**config.mk**
```make
export PLATFORM = sky130hd
export DESIGN_NAME = calendar_date_subtract_unit
export DESIGN_NICKNAME = d
export VERILOG_FILES = /design/src/design/cds_pkg.sv /design/src/design/cds_div.sv /design/src/design/cds_datapath.sv /design/src/design/cds_ctrl.sv /design/src/design/calendar_date_subtract_unit.sv
export SDC_FILE = /design/constraint.sdc
export NUM_CORES = 1
export LEC_CHECK = 0
export BUFFER_PORTS_ARGS = -buffer_cell sky130_fd_sc_hd__buf_4
export CAP_MARGIN = 10
export CORE_AREA = 4 4 170 296
export DETAILED_ROUTE_END_ITERATION = 6
export DIE_AREA = 0 0 174 300
export SYNTH_ARGS = -nofsm -noshare
export SYNTH_HDL_FRONTEND = slang
export SYNTH_SLANG_ARGS = --single-unit
export TNS_END_PERCENT = 5
```
**constraint.sdc**
```tcl
create_clock -name clk -period 7.2 [get_ports clk]
set_input_delay 0.36 -clock clk [delete_from_list [all_inputs] [get_ports clk]]
set_output_delay 0.36 -clock clk [all_outputs]
set_load 0.03 [all_outputs]
```
**src/design/cds_pkg.sv**
```systemverilog
package cds_pkg;

    localparam int YEAR_BITS    = 14;
    localparam int AMOUNT_BITS  = 16;
    localparam int DIV_BITS     = (YEAR_BITS > AMOUNT_BITS) ? YEAR_BITS : AMOUNT_BITS;
    localparam int REM_BITS     = 9;
    localparam int DAYS_BITS    = AMOUNT_BITS + 3;

    // reciprocals for the constant divides; exact for any 16-bit dividend
    localparam int RECIP_BITS        = 17;
    localparam int PROD_BITS         = DIV_BITS + RECIP_BITS;
    localparam int RECIP_MONTH_SHIFT = 19;
    localparam int RECIP_YEAR_SHIFT  = 25;
    localparam logic [RECIP_BITS-1:0] RECIP_MONTH = 17'd43691;
    localparam logic [RECIP_BITS-1:0] RECIP_YEAR  = 17'd83887;

    localparam logic [2:0] KIND_DAYS    = 3'd0;
    localparam logic [2:0] KIND_WEEKS   = 3'd1;
    localparam logic [2:0] KIND_MONTHS  = 3'd2;
    localparam logic [2:0] KIND_YEARS   = 3'd3;
    localparam logic [2:0] KIND_YDIRECT = 3'd4;

    localparam logic [1:0] ST_OK        = 2'd0;
    localparam logic [1:0] ST_UNDERFLOW = 2'd1;
    localparam logic [1:0] ST_INVALID   = 2'd2;

    localparam logic [REM_BITS:0]   DIVISOR_YEAR  = 10'd400;
    localparam logic [REM_BITS:0]   DIVISOR_MONTH = 10'd12;
    localparam logic [REM_BITS-1:0] YMOD_MAX      = 9'd399;

    typedef struct packed {
        logic load_in;
        logic div_load;
        logic div_amt;
        logic ym_load;
        logic set_invalid;
        logic set_uf;
        logic days_init;
        logic days_step;
        logic mon_init;
        logic mon_step;
        logic mon_fin;
        logic ysub;
        logic clamp;
        logic emit;
    } cmd_t;

    typedef struct packed {
        logic       div_busy;
        logic       invalid;
        logic [2:0] kind;
        logic       day_fin;
        logic       mon_uf;
        logic       mon_sticky;
        logic       y_uf;
    } stat_t;

    // leap test from the year taken modulo 400
    function automatic logic is_leap(input logic [REM_BITS-1:0] ym);
        logic century;
        century = (ym == 9'd100) || (ym == 9'd200) || (ym == 9'd300);
        return (ym == '0) || (!century && (ym[1:0] == 2'd0));
    endfunction

    function automatic logic [4:0] month_len(input logic [3:0] m, input logic leap);
        logic [4:0] len;
        unique case (m)
            4'd2:                      len = leap ? 5'd29 : 5'd28;
            4'd4, 4'd6, 4'd9, 4'd11:   len = 5'd30;
            default:                   len = 5'd31;
        endcase
        return len;
    endfunction

endpackage

```
**src/design/cds_div.sv**
```systemverilog
module cds_div (
    input  logic                           clk,
    input  logic                           rst_n,
    input  logic                           load,
    input  logic                           sel_month,
    input  logic [cds_pkg::DIV_BITS-1:0]   dividend,
    output logic                           busy,
    output logic [cds_pkg::DIV_BITS-1:0]   quot,
    output logic [cds_pkg::REM_BITS-1:0]   rem
);
    import cds_pkg::*;

    logic [DIV_BITS-1:0]   dvd_reg, dvd_next;
    logic [DIV_BITS-1:0]   q_reg, q_next;
    logic [REM_BITS-1:0]   r_reg, r_next;
    logic                  busy_reg, busy_next;
    logic                  step_reg, step_next;
    logic                  sel_reg, sel_next;
    logic [REM_BITS:0]     divisor;
    logic [RECIP_BITS-1:0] recip;
    logic [PROD_BITS-1:0]  prod;
    logic [DIV_BITS-1:0]   q_est, back;

    // quotient by reciprocal multiply in the first step, remainder by
    // multiply-back and subtract in the second
    always_comb
    begin
        divisor   = sel_reg ? DIVISOR_MONTH : DIVISOR_YEAR;
        recip     = sel_reg ? RECIP_MONTH : RECIP_YEAR;
        prod      = PROD_BITS'(dvd_reg) * PROD_BITS'(recip);
        q_est     = sel_reg ? DIV_BITS'(prod >> RECIP_MONTH_SHIFT)
                            : DIV_BITS'(prod >> RECIP_YEAR_SHIFT);
        back      = q_reg * DIV_BITS'(divisor);
        dvd_next  = dvd_reg;
        q_next    = q_reg;
        r_next    = r_reg;
        busy_next = busy_reg;
        step_next = step_reg;
        sel_next  = sel_reg;
        if (load)
        begin
            dvd_next  = dividend;
            sel_next  = sel_month;
            busy_next = 1'b1;
            step_next = 1'b0;
        end
        else if (busy_reg)
        begin
            if (!step_reg)
            begin
                q_next    = q_est;
                step_next = 1'b1;
            end
            else
            begin
                r_next    = REM_BITS'(dvd_reg - back);
                busy_next = 1'b0;
            end
        end
    end

    always_ff @(posedge clk or negedge rst_n)
    begin
        if (!rst_n)
        begin
            busy_reg <= 1'b0;
            step_reg <= 1'b0;
        end
        else
        begin
            busy_reg <= busy_next;
            step_reg <= step_next;
        end
    end

    always_ff @(posedge clk)
    begin
        dvd_reg <= dvd_next;
        q_reg   <= q_next;
        r_reg   <= r_next;
        sel_reg <= sel_next;
    end

    assign busy = busy_reg;
    assign quot = q_reg;
    assign rem  = r_reg;

endmodule

```
**src/design/cds_datapath.sv**
```systemverilog
module cds_datapath (
    input  logic                              clk,
    input  logic                              rst_n,
    input  cds_pkg::cmd_t                     cmd,
    input  logic [2:0]                        kind,
    input  logic [4:0]                        day_in,
    input  logic [3:0]                        month_in,
    input  logic [cds_pkg::YEAR_BITS-1:0]     year_in,
    input  logic [cds_pkg::AMOUNT_BITS-1:0]   amount,
    output cds_pkg::stat_t                    stat,
    output logic [4:0]                        day_out,
    output logic [3:0]                        month_out,
    output logic [cds_pkg::YEAR_BITS-1:0]     year_out,
    output logic [1:0]                        status,
    output logic                              done
);
    import cds_pkg::*;

    logic [2:0]             kind_reg, kind_next;
    logic [AMOUNT_BITS-1:0] amt_reg, amt_next;
    logic [4:0]             d_reg, d_next;
    logic [3:0]             m_reg, m_next;
    logic [YEAR_BITS-1:0]   y_reg, y_next;
    logic [REM_BITS-1:0]    ym_reg, ym_next;
    logic [DAYS_BITS-1:0]   r_reg, r_next;
    logic [AMOUNT_BITS-1:0] ry_reg, ry_next;
    logic [3:0]             rm_reg, rm_next;
    logic [1:0]             st_reg, st_next;
    logic [4:0]             day_out_reg, day_out_next;
    logic [3:0]             month_out_reg, month_out_next;
    logic [YEAR_BITS-1:0]   year_out_reg, year_out_next;
    logic [1:0]             status_reg, status_next;
    logic                   done_reg;

    logic                   div_busy;
    logic [DIV_BITS-1:0]    div_quot, div_dividend;
    logic [REM_BITS-1:0]    div_rem;

    logic                   leap, jump, r_ge_d, at_floor, borrow;
    logic [4:0]             cur_len, prev_len;
    logic [3:0]             prev_m;
    logic [REM_BITS-1:0]    ym_dec;
    logic [8:0]             year_len;
    logic [DIV_BITS-1:0]    ry_w, y_w, amt_w, y_fin;
    logic [DAYS_BITS-1:0]   amt_days;

    assign div_dividend = cmd.div_amt ? DIV_BITS'(amt_reg) : DIV_BITS'(y_reg);

    cds_div u_div (
        .clk       (clk),
        .rst_n     (rst_n),
        .load      (cmd.div_load),
        .sel_month (cmd.div_amt),
        .dividend  (div_dividend),
        .busy      (div_busy),
        .quot      (div_quot),
        .rem       (div_rem)
    );

    always_comb
    begin
        leap     = is_leap(ym_reg);
        cur_len  = month_len(m_reg, leap);
        prev_m   = (m_reg == 4'd1) ? 4'd12 : m_reg - 4'd1;
        prev_len = month_len(prev_m, leap);
        ym_dec   = (ym_reg == '0) ? YMOD_MAX : ym_reg - 1'b1;
        year_len = leap ? 9'd366 : 9'd365;
        jump     = (m_reg == 4'd12) && (d_reg == 5'd31) && (y_reg != '0)
                   && (r_reg >= DAYS_BITS'(year_len));
        r_ge_d   = r_reg >= DAYS_BITS'(d_reg);
        at_floor = (m_reg == 4'd1) && (y_reg == '0);
        ry_w     = DIV_BITS'(ry_reg);
        y_w      = DIV_BITS'(y_reg);
        amt_w    = DIV_BITS'(amt_reg);
        borrow   = rm_reg >= m_reg;
        y_fin    = y_w - ry_w - DIV_BITS'(borrow);
        amt_days = (DAYS_BITS'(amt_reg) << 3) - DAYS_BITS'(amt_reg);

        stat.div_busy   = div_busy;
        stat.invalid    = (m_reg == 4'd0) || (m_reg > 4'd12) || (d_reg == 5'd0)
                          || (d_reg > cur_len);
        stat.kind       = kind_reg;
        stat.day_fin    = !jump && (!r_ge_d || at_floor);
        stat.mon_uf     = (ry_w > y_w) || ((ry_w == y_w) && borrow);
        stat.mon_sticky = ((ry_reg != '0) || (rm_reg != 4'd0)) && (d_reg > 5'd28);
        stat.y_uf       = amt_w > y_w;
    end

    always_comb
    begin
        kind_next      = kind_reg;
        amt_next       = amt_reg;
        d_next         = d_reg;
        m_next         = m_reg;
        y_next         = y_reg;
        ym_next        = ym_reg;
        r_next         = r_reg;
        ry_next        = ry_reg;
        rm_next        = rm_reg;
        st_next        = st_reg;
        day_out_next   = day_out_reg;
        month_out_next = month_out_reg;
        year_out_next  = year_out_reg;
        status_next    = status_reg;

        if (cmd.load_in)
        begin
            kind_next = kind;
            amt_next  = amount;
            d_next    = day_in;
            m_next    = month_in;
            y_next    = year_in;
            st_next   = ST_OK;
        end
        else if (cmd.ym_load)
        begin
            ym_next = div_rem;
        end
        else if (cmd.set_invalid)
        begin
            st_next = ST_INVALID;
        end
        else if (cmd.set_uf)
        begin
            st_next = ST_UNDERFLOW;
        end
        else if (cmd.days_init)
        begin
            r_next = (kind_reg == KIND_WEEKS) ? amt_days : DAYS_BITS'(amt_reg);
        end
        else if (cmd.days_step)
        begin
            if (jump)
            begin
                // drop one whole year from 31 Dec to 31 Dec
                y_next  = y_reg - 1'b1;
                ym_next = ym_dec;
                r_next  = r_reg - DAYS_BITS'(year_len);
            end
            else if (r_ge_d)
            begin
                if (at_floor)
                begin
                    st_next = ST_UNDERFLOW;
                end
                else
                begin
                    r_next = r_reg - DAYS_BITS'(d_reg);
                    m_next = prev_m;
                    d_next = prev_len;
                    if (m_reg == 4'd1)
                    begin
                        y_next  = y_reg - 1'b1;
                        ym_next = ym_dec;
                    end
                end
            end
            else
            begin
                d_next = d_reg - r_reg[4:0];
            end
        end
        else if (cmd.mon_init)
        begin
            if (kind_reg == KIND_YEARS)
            begin
                ry_next = amt_reg;
                rm_next = 4'd0;
            end
            else
            begin
                ry_next = div_quot[AMOUNT_BITS-1:0];
                rm_next = div_rem[3:0];
            end
        end
        else if (cmd.mon_step)
        begin
            if (rm_reg != 4'd0)
            begin
                rm_next = rm_reg - 4'd1;
            end
            else
            begin
                ry_next = ry_reg - 1'b1;
                rm_next = 4'd11;
            end
            m_next = prev_m;
            if (d_reg > prev_len)
            begin
                d_next = prev_len;
            end
            if (m_reg == 4'd1)
            begin
                y_next  = y_reg - 1'b1;
                ym_next = ym_dec;
            end
        end
        else if (cmd.mon_fin)
        begin
            y_next = y_fin[YEAR_BITS-1:0];
            m_next = borrow ? m_reg + 4'd12 - rm_reg : m_reg - rm_reg;
        end
        else if (cmd.ysub)
        begin
            y_next = y_reg - amt_reg[YEAR_BITS-1:0];
        end
        else if (cmd.clamp)
        begin
            if (d_reg > cur_len)
            begin
                d_next = cur_len;
            end
        end
        else if (cmd.emit)
        begin
            status_next = st_reg;
            if (st_reg == ST_UNDERFLOW)
            begin
                day_out_next   = 5'd1;
                month_out_next = 4'd1;
                year_out_next  = '0;
            end
            else
            begin
                day_out_next   = d_reg;
                month_out_next = m_reg;
                year_out_next  = y_reg;
            end
        end
    end

    always_ff @(posedge clk or negedge rst_n)
    begin
        if (!rst_n)
        begin
            done_reg <= 1'b0;
        end
        else
        begin
            done_reg <= cmd.emit;
        end
    end

    always_ff @(posedge clk)
    begin
        kind_reg      <= kind_next;
        amt_reg       <= amt_next;
        d_reg         <= d_next;
        m_reg         <= m_next;
        y_reg         <= y_next;
        ym_reg        <= ym_next;
        r_reg         <= r_next;
        ry_reg        <= ry_next;
        rm_reg        <= rm_next;
        st_reg        <= st_next;
        day_out_reg   <= day_out_next;
        month_out_reg <= month_out_next;
        year_out_reg  <= year_out_next;
        status_reg    <= status_next;
    end

    assign day_out   = day_out_reg;
    assign month_out = month_out_reg;
    assign year_out  = year_out_reg;
    assign status    = status_reg;
    assign done      = done_reg;

endmodule

```
**src/design/cds_ctrl.sv**
```systemverilog
module cds_ctrl (
    input  logic            clk,
    input  logic            rst_n,
    input  logic            start,
    input  cds_pkg::stat_t  stat,
    output cds_pkg::cmd_t   cmd,
    output logic            busy
);
    import cds_pkg::*;

    localparam logic [3:0] S_IDLE    = 4'd0;
    localparam logic [3:0] S_YMOD_GO = 4'd1;
    localparam logic [3:0] S_YMOD    = 4'd2;
    localparam logic [3:0] S_CHECK   = 4'd3;
    localparam logic [3:0] S_DAYS    = 4'd4;
    localparam logic [3:0] S_ADIV    = 4'd5;
    localparam logic [3:0] S_MCHK    = 4'd6;
    localparam logic [3:0] S_MSTEP   = 4'd7;
    localparam logic [3:0] S_YSUB    = 4'd8;
    localparam logic [3:0] S_YGO     = 4'd9;
    localparam logic [3:0] S_YMOD2   = 4'd10;
    localparam logic [3:0] S_CLAMP   = 4'd11;
    localparam logic [3:0] S_DONE    = 4'd12;

    logic [3:0] state_reg, state_next;

    always_comb
    begin
        cmd        = '0;
        state_next = state_reg;
        unique case (state_reg)
            S_IDLE:
            begin
                if (start)
                begin
                    cmd.load_in = 1'b1;
                    state_next  = S_YMOD_GO;
                end
            end
            S_YMOD_GO:
            begin
                cmd.div_load = 1'b1;
                state_next   = S_YMOD;
            end
            S_YMOD:
            begin
                if (!stat.div_busy)
                begin
                    cmd.ym_load = 1'b1;
                    state_next  = S_CHECK;
                end
            end
            S_CHECK:
            begin
                if (stat.invalid)
                begin
                    cmd.set_invalid = 1'b1;
                    state_next      = S_DONE;
                end
                else
                begin
                    unique case (stat.kind) inside
                        KIND_DAYS, KIND_WEEKS:
                        begin
                            cmd.days_init = 1'b1;
                            state_next    = S_DAYS;
                        end
                        KIND_MONTHS:
                        begin
                            cmd.div_load = 1'b1;
                            cmd.div_amt  = 1'b1;
                            state_next   = S_ADIV;
                        end
                        KIND_YEARS:
                        begin
                            cmd.mon_init = 1'b1;
                            state_next   = S_MCHK;
                        end
                        KIND_YDIRECT:
                        begin
                            state_next = S_YSUB;
                        end
                        default:
                        begin
                            state_next = S_DONE;
                        end
                    endcase
                end
            end
            S_DAYS:
            begin
                cmd.days_step = 1'b1;
                if (stat.day_fin)
                begin
                    state_next = S_DONE;
                end
            end
            S_ADIV:
            begin
                if (!stat.div_busy)
                begin
                    cmd.mon_init = 1'b1;
                    state_next   = S_MCHK;
                end
            end
            S_MCHK:
            begin
                if (stat.mon_uf)
                begin
                    cmd.set_uf = 1'b1;
                    state_next = S_DONE;
                end
                else
                begin
                    state_next = S_MSTEP;
                end
            end
            S_MSTEP:
            begin
                if (stat.mon_sticky)
                begin
                    cmd.mon_step = 1'b1;
                end
                else
                begin
                    cmd.mon_fin = 1'b1;
                    state_next  = S_DONE;
                end
            end
            S_YSUB:
            begin
                if (stat.y_uf)
                begin
                    cmd.set_uf = 1'b1;
                    state_next = S_DONE;
                end
                else
                begin
                    cmd.ysub   = 1'b1;
                    state_next = S_YGO;
                end
            end
            S_YGO:
            begin
                cmd.div_load = 1'b1;
                state_next   = S_YMOD2;
            end
            S_YMOD2:
            begin
                if (!stat.div_busy)
                begin
                    cmd.ym_load = 1'b1;
                    state_next  = S_CLAMP;
                end
            end
            S_CLAMP:
            begin
                cmd.clamp  = 1'b1;
                state_next = S_DONE;
            end
            S_DONE:
            begin
                cmd.emit   = 1'b1;
                state_next = S_IDLE;
            end
            default:
            begin
                state_next = S_IDLE;
            end
        endcase
    end

    always_ff @(posedge clk or negedge rst_n)
    begin
        if (!rst_n)
        begin
            state_reg <= S_IDLE;
        end
        else
        begin
            state_reg <= state_next;
        end
    end

    assign busy = (state_reg != S_IDLE);

endmodule

```
**src/design/calendar_date_subtract_unit.sv**
```systemverilog
// Gregorian date subtraction unit.
//
// Command channel: assert start with kind, day_in, month_in, year_in and
// amount; the transfer happens at the rising edge where start is high and
// busy is low. busy stays high until the result is out; hold new commands.
// Result channel: done pulses for one cycle with day_out, month_out,
// year_out and status; the receiver cannot stall, so capture it then.
// The output registers keep the last result until the next one.
//
// Sequence, from the command transfer to the done pulse:
//   setup: the year modulo 400 (reciprocal multiply), then the check
//     state; an invalid date or an unused kind goes straight to done
//   days, weeks: one step per month crossed in partial years and one per
//     whole year dropped
//   months stepwise: divide by 12, then one step per month stepped while
//     the day is above 28, then the month and year fix-up; underflow ends
//     at the check; years stepwise: the same sticky month steps, no divide
//   years direct: subtract, year modulo 400 again, clamp the day
// One command is in flight at a time; the next may transfer while done is
// high. The day-step loop sets the worst case.
// Reset returns the controller to idle; no result is pending after reset.
module calendar_date_subtract_unit (
    input  logic                              clk,
    input  logic                              rst_n,
    input  logic                              start,
    output logic                              busy,
    input  logic [2:0]                        kind,
    input  logic [4:0]                        day_in,
    input  logic [3:0]                        month_in,
    input  logic [cds_pkg::YEAR_BITS-1:0]     year_in,
    input  logic [cds_pkg::AMOUNT_BITS-1:0]   amount,
    output logic                              done,
    output logic [4:0]                        day_out,
    output logic [3:0]                        month_out,
    output logic [cds_pkg::YEAR_BITS-1:0]     year_out,
    output logic [1:0]                        status
);
    import cds_pkg::*;

    cmd_t  cmd;
    stat_t stat;

    // sequencer: decides the step order, waits on the divider, emits
    cds_ctrl u_ctrl (
        .clk   (clk),
        .rst_n (rst_n),
        .start (start),
        .stat  (stat),
        .cmd   (cmd),
        .busy  (busy)
    );

    // datapath: date registers, remaining counts, divider, result registers
    cds_datapath u_dp (
        .clk       (clk),
        .rst_n     (rst_n),
        .cmd       (cmd),
        .kind      (kind),
        .day_in    (day_in),
        .month_in  (month_in),
        .year_in   (year_in),
        .amount    (amount),
        .stat      (stat),
        .day_out   (day_out),
        .month_out (month_out),
        .year_out  (year_out),
        .status    (status),
        .done      (done)
    );

`ifndef SYNTHESIS
    a_start_busy: assert property (@(posedge clk) disable iff (!rst_n)
        start && !busy |=> busy)
        else $error("command transfer did not raise busy");

    a_done_after_busy: assert property (@(posedge clk) disable iff (!rst_n)
        done |-> !busy && $past(busy))
        else $error("done without a command in flight");

    a_uf_floor: assert property (@(posedge clk) disable iff (!rst_n)
        done && (status == ST_UNDERFLOW) |->
            (day_out == 5'd1) && (month_out == 4'd1) && (year_out == '0))
        else $error("underflow result not saturated to 1/1/0");

    a_ok_date: assert property (@(posedge clk) disable iff (!rst_n)
        done && (status == ST_OK) |->
            (month_out >= 4'd1) && (month_out <= 4'd12) && (day_out != 5'd0))
        else $error("ok result carries a malformed date");
`endif

endmodule

```
# == Yosys cells after proc, flatten, opt, wreduce, memory -nomap -nowiden ==
# Cells that the tools add are included.
# totals
regBits,166
input_bits,45
out_inout_bits,27
word_cells,316
# classes
addsub,16
mul,2
magnitude_cmp,9
n_eq_ne,64
mux,128
n_bitwise,13
reduce_logical,60
# op_table
operator,count
two-way mux 14 bit,15
two-way mux 9 bit,13
two-way mux 19 bit,6
two-way mux 4 bit,26
two-way mux 5 bit,16
two-way mux 16 bit,4
case mux 4 bit (12 select lines),1
== test 4 bit (second input constant),10
multiplier 16 x 17 -> 33 bit,1
== test 4 x 3 -> 1 bit (second input constant),8
greater-than comparator 16 x 14 -> 1 bit,2
subtractor 14 bit,2
two-way mux 1 bit,27
AND reduction 12 bit,2
AND reduction 8 bit,3
two-way mux 2 bit,11
!= test 4 x 1 -> 1 bit (second input constant),5
case mux 5 bit (2 select lines),2
nonzero test 4 bit,5
>= comparator 19 x 5 -> 1 bit,1
>= comparator 19 x 9 -> 1 bit,1
subtractor 19 x 16 -> 19 bit,1
subtractor 19 x 5 -> 19 bit,1
subtractor 19 x 9 -> 19 bit,1
other kinds (58),128

# == Logic depth before layout (Yosys ltp) ==
# logic_depth
ltp_word,21
ltp_mapped,26
depth_no_buf,24

# == By module ==
# A second synthesis with hierarchy kept.
# hier_totals
cells_unflattened,2152
area_unflattened_um2,20016.7
# by_module_without_submodules
module,n_inst,cells_per_inst,area_per_inst_um2,seq_area_each_um2
cds_datapath,1,1240,10865.4,3518.4
cds_div,1,852,8668.3,1251.2
cds_ctrl,1,60,483.0,100.1

# == Worst setup path before layout ==
# No wires, ideal clock.
# synth_timing
path_kind,reg-to-reg
startpoint,register u_dp.u_div.sel_reg
endpoint,"register u_dp.u_div.q_reg[2] (netlist: u_dp.u_div.quot[2]), data pin"
setup_time_ns,0.260
arrival_time_ns,6.273
required_time_ns,6.940
path_slack_ns,0.667
stages_incl_launch_ff,24
n_path_buf,3
synth_period_minus_slack_ns,6.533
cell_sequence,edfxtp_1 -> clkbuf_1 -> inv_1 -> clkbuf_1 -> buf_1 -> nand2_1 -> fa_1 -> fa_1 -> fa_1 -> fa_1 -> inv_1 -> fa_1 -> inv_1 -> fa_1 -> inv_1 -> ha_1 -> a21o_1 -> a21o_1 -> a21oi_1 -> nor2_1 -> or4_1 -> a311oi_1 -> a21oi_1 -> mux2_2
# synth_between
elab_chain_cells,3
# synth_rtl
item,line_no,rtl
from (decl),cds_div.sv:18,"logic sel_reg, sel_next;"
from (signal assigned),cds_div.sv:81,sel_reg <= sel_next;
two-way mux 17 bit,cds_div.sv:29,recip = sel_reg ? RECIP_MONTH : RECIP_YEAR;
multiplier 16 x 17 -> 33 bit,cds_div.sv:30,prod = PROD_BITS'(dvd_reg) * PROD_BITS'(recip);
two-way mux 8 bit *,cds_div.sv:31,q_est = sel_reg ? DIV_BITS'(prod >> RECIP_MONTH_SHIFT)
named net u_dp.u_div.q_est[2],cds_div.sv:22,"logic [DIV_BITS-1:0] q_est, back;"
to (signal assigned),cds_div.sv:79,q_reg <= q_next;
to (decl),cds_div.sv:14,"logic [DIV_BITS-1:0] q_reg, q_next;"
# The timed path passes the listed nets; every way through them passes the cells marked *.
# A chain may end at the register's enable or synchronous reset.

# == Worst setup path after layout ==
# layout_timing
startpoint,register u_dp.u_div.sel_reg
endpoint,"register u_dp.u_div.q_reg[6] (netlist: u_dp.u_div.quot[6]), data pin"
# The elaborated chain is that of the path after synthesis.

==> metrics <==
status finished, final reports clean; M1 WL 21.0 mm; most used cells in the layout excluding fill and tap cells 377 x inv_1, 259 x ha_1, 160 x fa_1; Placed Cells 2,732; routed length on met2 32.2 mm; Top FF cell, synth edfxtp_1; first-pass GRT wire length 91.2 mm; CP top delay family adder cells; Worst Path Arrival 6.96 ns; WP data required 7.39 ns; H-tree lvl count 4; Initial Util 0.408; Layout Cells excl Fill 2,767; Area growth syn-to-layout 10.1%; Core Area 47,700 sq um; RSZ-0062 raised after global routing no; Post-Syn Area 19,500 sq um; Final GP Congestion 0.977; GRT Resource Usage Total 0.226; CTS tree built; hold slack 0.0789 ns; antenna violations before repair 0; commonest non-fill, non-tap cell in the layout inv_1; setup TNS 0 ns; layout cells sized above 1 0.0759; fin crit period 6.77 ns; Detailed Route WL 58.8 mm; critical path capture point type register; DRT Pass-1 Iters 5; WHS Endpoint u_dp.amt_reg[14]; DR DRC count 0; Hold Crit Class input port to register; Clock Sink Count 164; Post-Syn Instances 2,087; Port-buffer cells 71; clock transition at the registers of the reported paths 0.07 ns; Seq/Total Area, Yosys 0.250; # nets final 2,624; worst hold stages 1; Avg Vias per Cell 5.56; Reg2Reg Depth 21; Post-synth ARST share 0.0427; Ant. Diodes 0; die span in x 174 um; Startpoint Class register; post-route clock period utilization 0.941; worst r2r src u_dp.u_div.sel_reg; largest net degree at the start of global routing 38; Starting DRT DRC Count 831; GR Overflow Total 0; crit-path most repeated cell fa_1; I/O pin count 72; Crit path buffers/inverters 6; vias in the first global route 16.4k; CTS Buffer Depth 2; post-CTS sizing 0; hold_sp amount[14]; longest individual stage delay on the worst path 0.57 ns; CP max-delay cell fa_1; crit-path max FO 37; hpwl dp 49.1 mm; RR Endpoint u_dp.u_div.quot[6]; r2r setup slk 0.43 ns; DP Area 20,800 sq um; Achievable Freq 148 MHz; max reg flops 19; TritonCTS buffer count 17; final setup fails 0; fin area 21,500 sq um; Final Hold Viols 0; worst path cell trace buf_12 > nor2_1 > inv_1 > fa_1 > fa_1 > inv_1 > fa_1 > fa_1 > fa_1 > inv_1 > fa_1 > inv_1 > ha_1 > and4_1 > nand3_1 > o211ai_1 > nand4_1 > buf_4 > a21bo_2 > a211oi_1 > a221oi_1; die area 52,200 sq um; drt wl/cell 21.2 um; Synth Area per Inst 9.34 sq um; CP Class register to register; Post-synth EDFFs 155; Slew HR 0.160; Cell variety after synth 87; Max-Cap Viols 0; Syn. warnings 0; Via Count 15.4k; die height 300 um; Rows 106; Clock Latency Late Sink 0.45 ns; WL met3 1.59 mm; top layer in use met4; pin slew with the least headroom to its limit 1.23 ns; FF+latch count, synth 164; antenna viol nets, final 0; Final Max Tran Viols 0; clk root buf clkbuf_16; Max Clock Skew 0.00943 ns
==> cell families (layout without fill, tap and decap cells) <==
logic type / Yosys count / in the layout / synth area share
AO/OA/AOI/OAI: 436 / 436 / 0.147
XOR/XNOR: 103 / 103 / 0.0463
adder cells (fa/ha/maj): 419 / 419 / 0.331
buffers and inverters: 442 / 513 / 0.0857
flip-flops: 164 / 164 / 0.250
multiplexers: 22 / 22 / 0.0117
other: 2 / 17 / 0.000385
AND/OR/NAND/NOR: 499 / 499 / 0.128
==> synthesized netlist by cell type, types with 26 or more instances <==
cell	instances	area, sq um
ha_1	259	3240
nor3_1	53	265
a21oi_1	102	510
edfxtp_1	155	4650
clkbuf_1	54	203
xor2_1	38	333
nor2_1	122	458
inv_1	377	1420
xnor2_1	65	569
o21ai_0	106	531
nand2b_1	27	169
a21o_1	29	218
nand3_1	26	130
nand2_1	117	439
and2_1	34	213
fa_1	160	3200
==> worst register-to-register path, cell delays in order, from the launching register on <==
cell and delay, ns:
edfxtp_1 0.43, buf_12 0.20, nor2_1 0.47, inv_1 0.17
fa_1 0.46, fa_1 0.50, inv_1 0.07, fa_1 0.47
fa_1 0.54, fa_1 0.57, inv_1 0.06, fa_1 0.53
inv_1 0.04, ha_1 0.33, and4_1 0.19, nand3_1 0.11
o211ai_1 0.51, nand4_1 0.16, buf_4 0.21, a21bo_2 0.20
a211oi_1 0.22, a221oi_1 0.07
==> routing by layer <==
layer / global-route usage / up-vias
met2: 0.436 / 388
met1: 0.230 / 7537
li1: - / 7290
met5: 0 / -
met3: 0.0205 / 162
met4: 0.145 / 0
==> stage by stage <==
stage | utilization | setup WS, ns
after floorplan | - | 0.667
after global placement | 0.436 | 0.381
after detailed placement | 0.436 | 0.289
after CTS | 0.449 | 0.290
after global routing | 0.450 | 0.0180
final | 0.450 | 0.426
==> how the worst max path moves through the flow <==
stage / startpoint / to / slack, ns / cells past startpoint
final: u_dp.u_div.sel_reg / u_dp.u_div.quot[6] / 0.43 / 21
after detailed placement: u_dp.u_div.sel_reg / u_dp.u_div.quot[6] / 0.29 / 20
after floorplan: u_dp.u_div.sel_reg / u_dp.u_div.quot[2] / 0.67 / 23
after global placement: u_dp.u_div.sel_reg / u_dp.u_div.quot[6] / 0.38 / 23
after global routing: u_dp.u_div.sel_reg / u_dp.u_div.quot[6] / 0.02 / 24
after CTS: u_dp.u_div.sel_reg / u_dp.u_div.quot[6] / 0.29 / 20
==> layout make-up <==
cell class	instances	area, sq um
fillers	4631	26300
multi-input cells	1496	13000
flip-flops and latches	164	4870
inverters	378	1420
repair buffers	103	788
well taps	594	743
clock buffers	18	429
clock inverters	14	185
==> repair_timing <==
item	4_1_cts	5_1_grt
hold buffers	1	0
hold endpoints to repair	7	0
setup endpoints to repair	0	6
buffers inserted	0	2
Power is left out: the tool's default activity adds up to more than one toggle a clock period on the data nets, which glitch-free logic cannot reach.
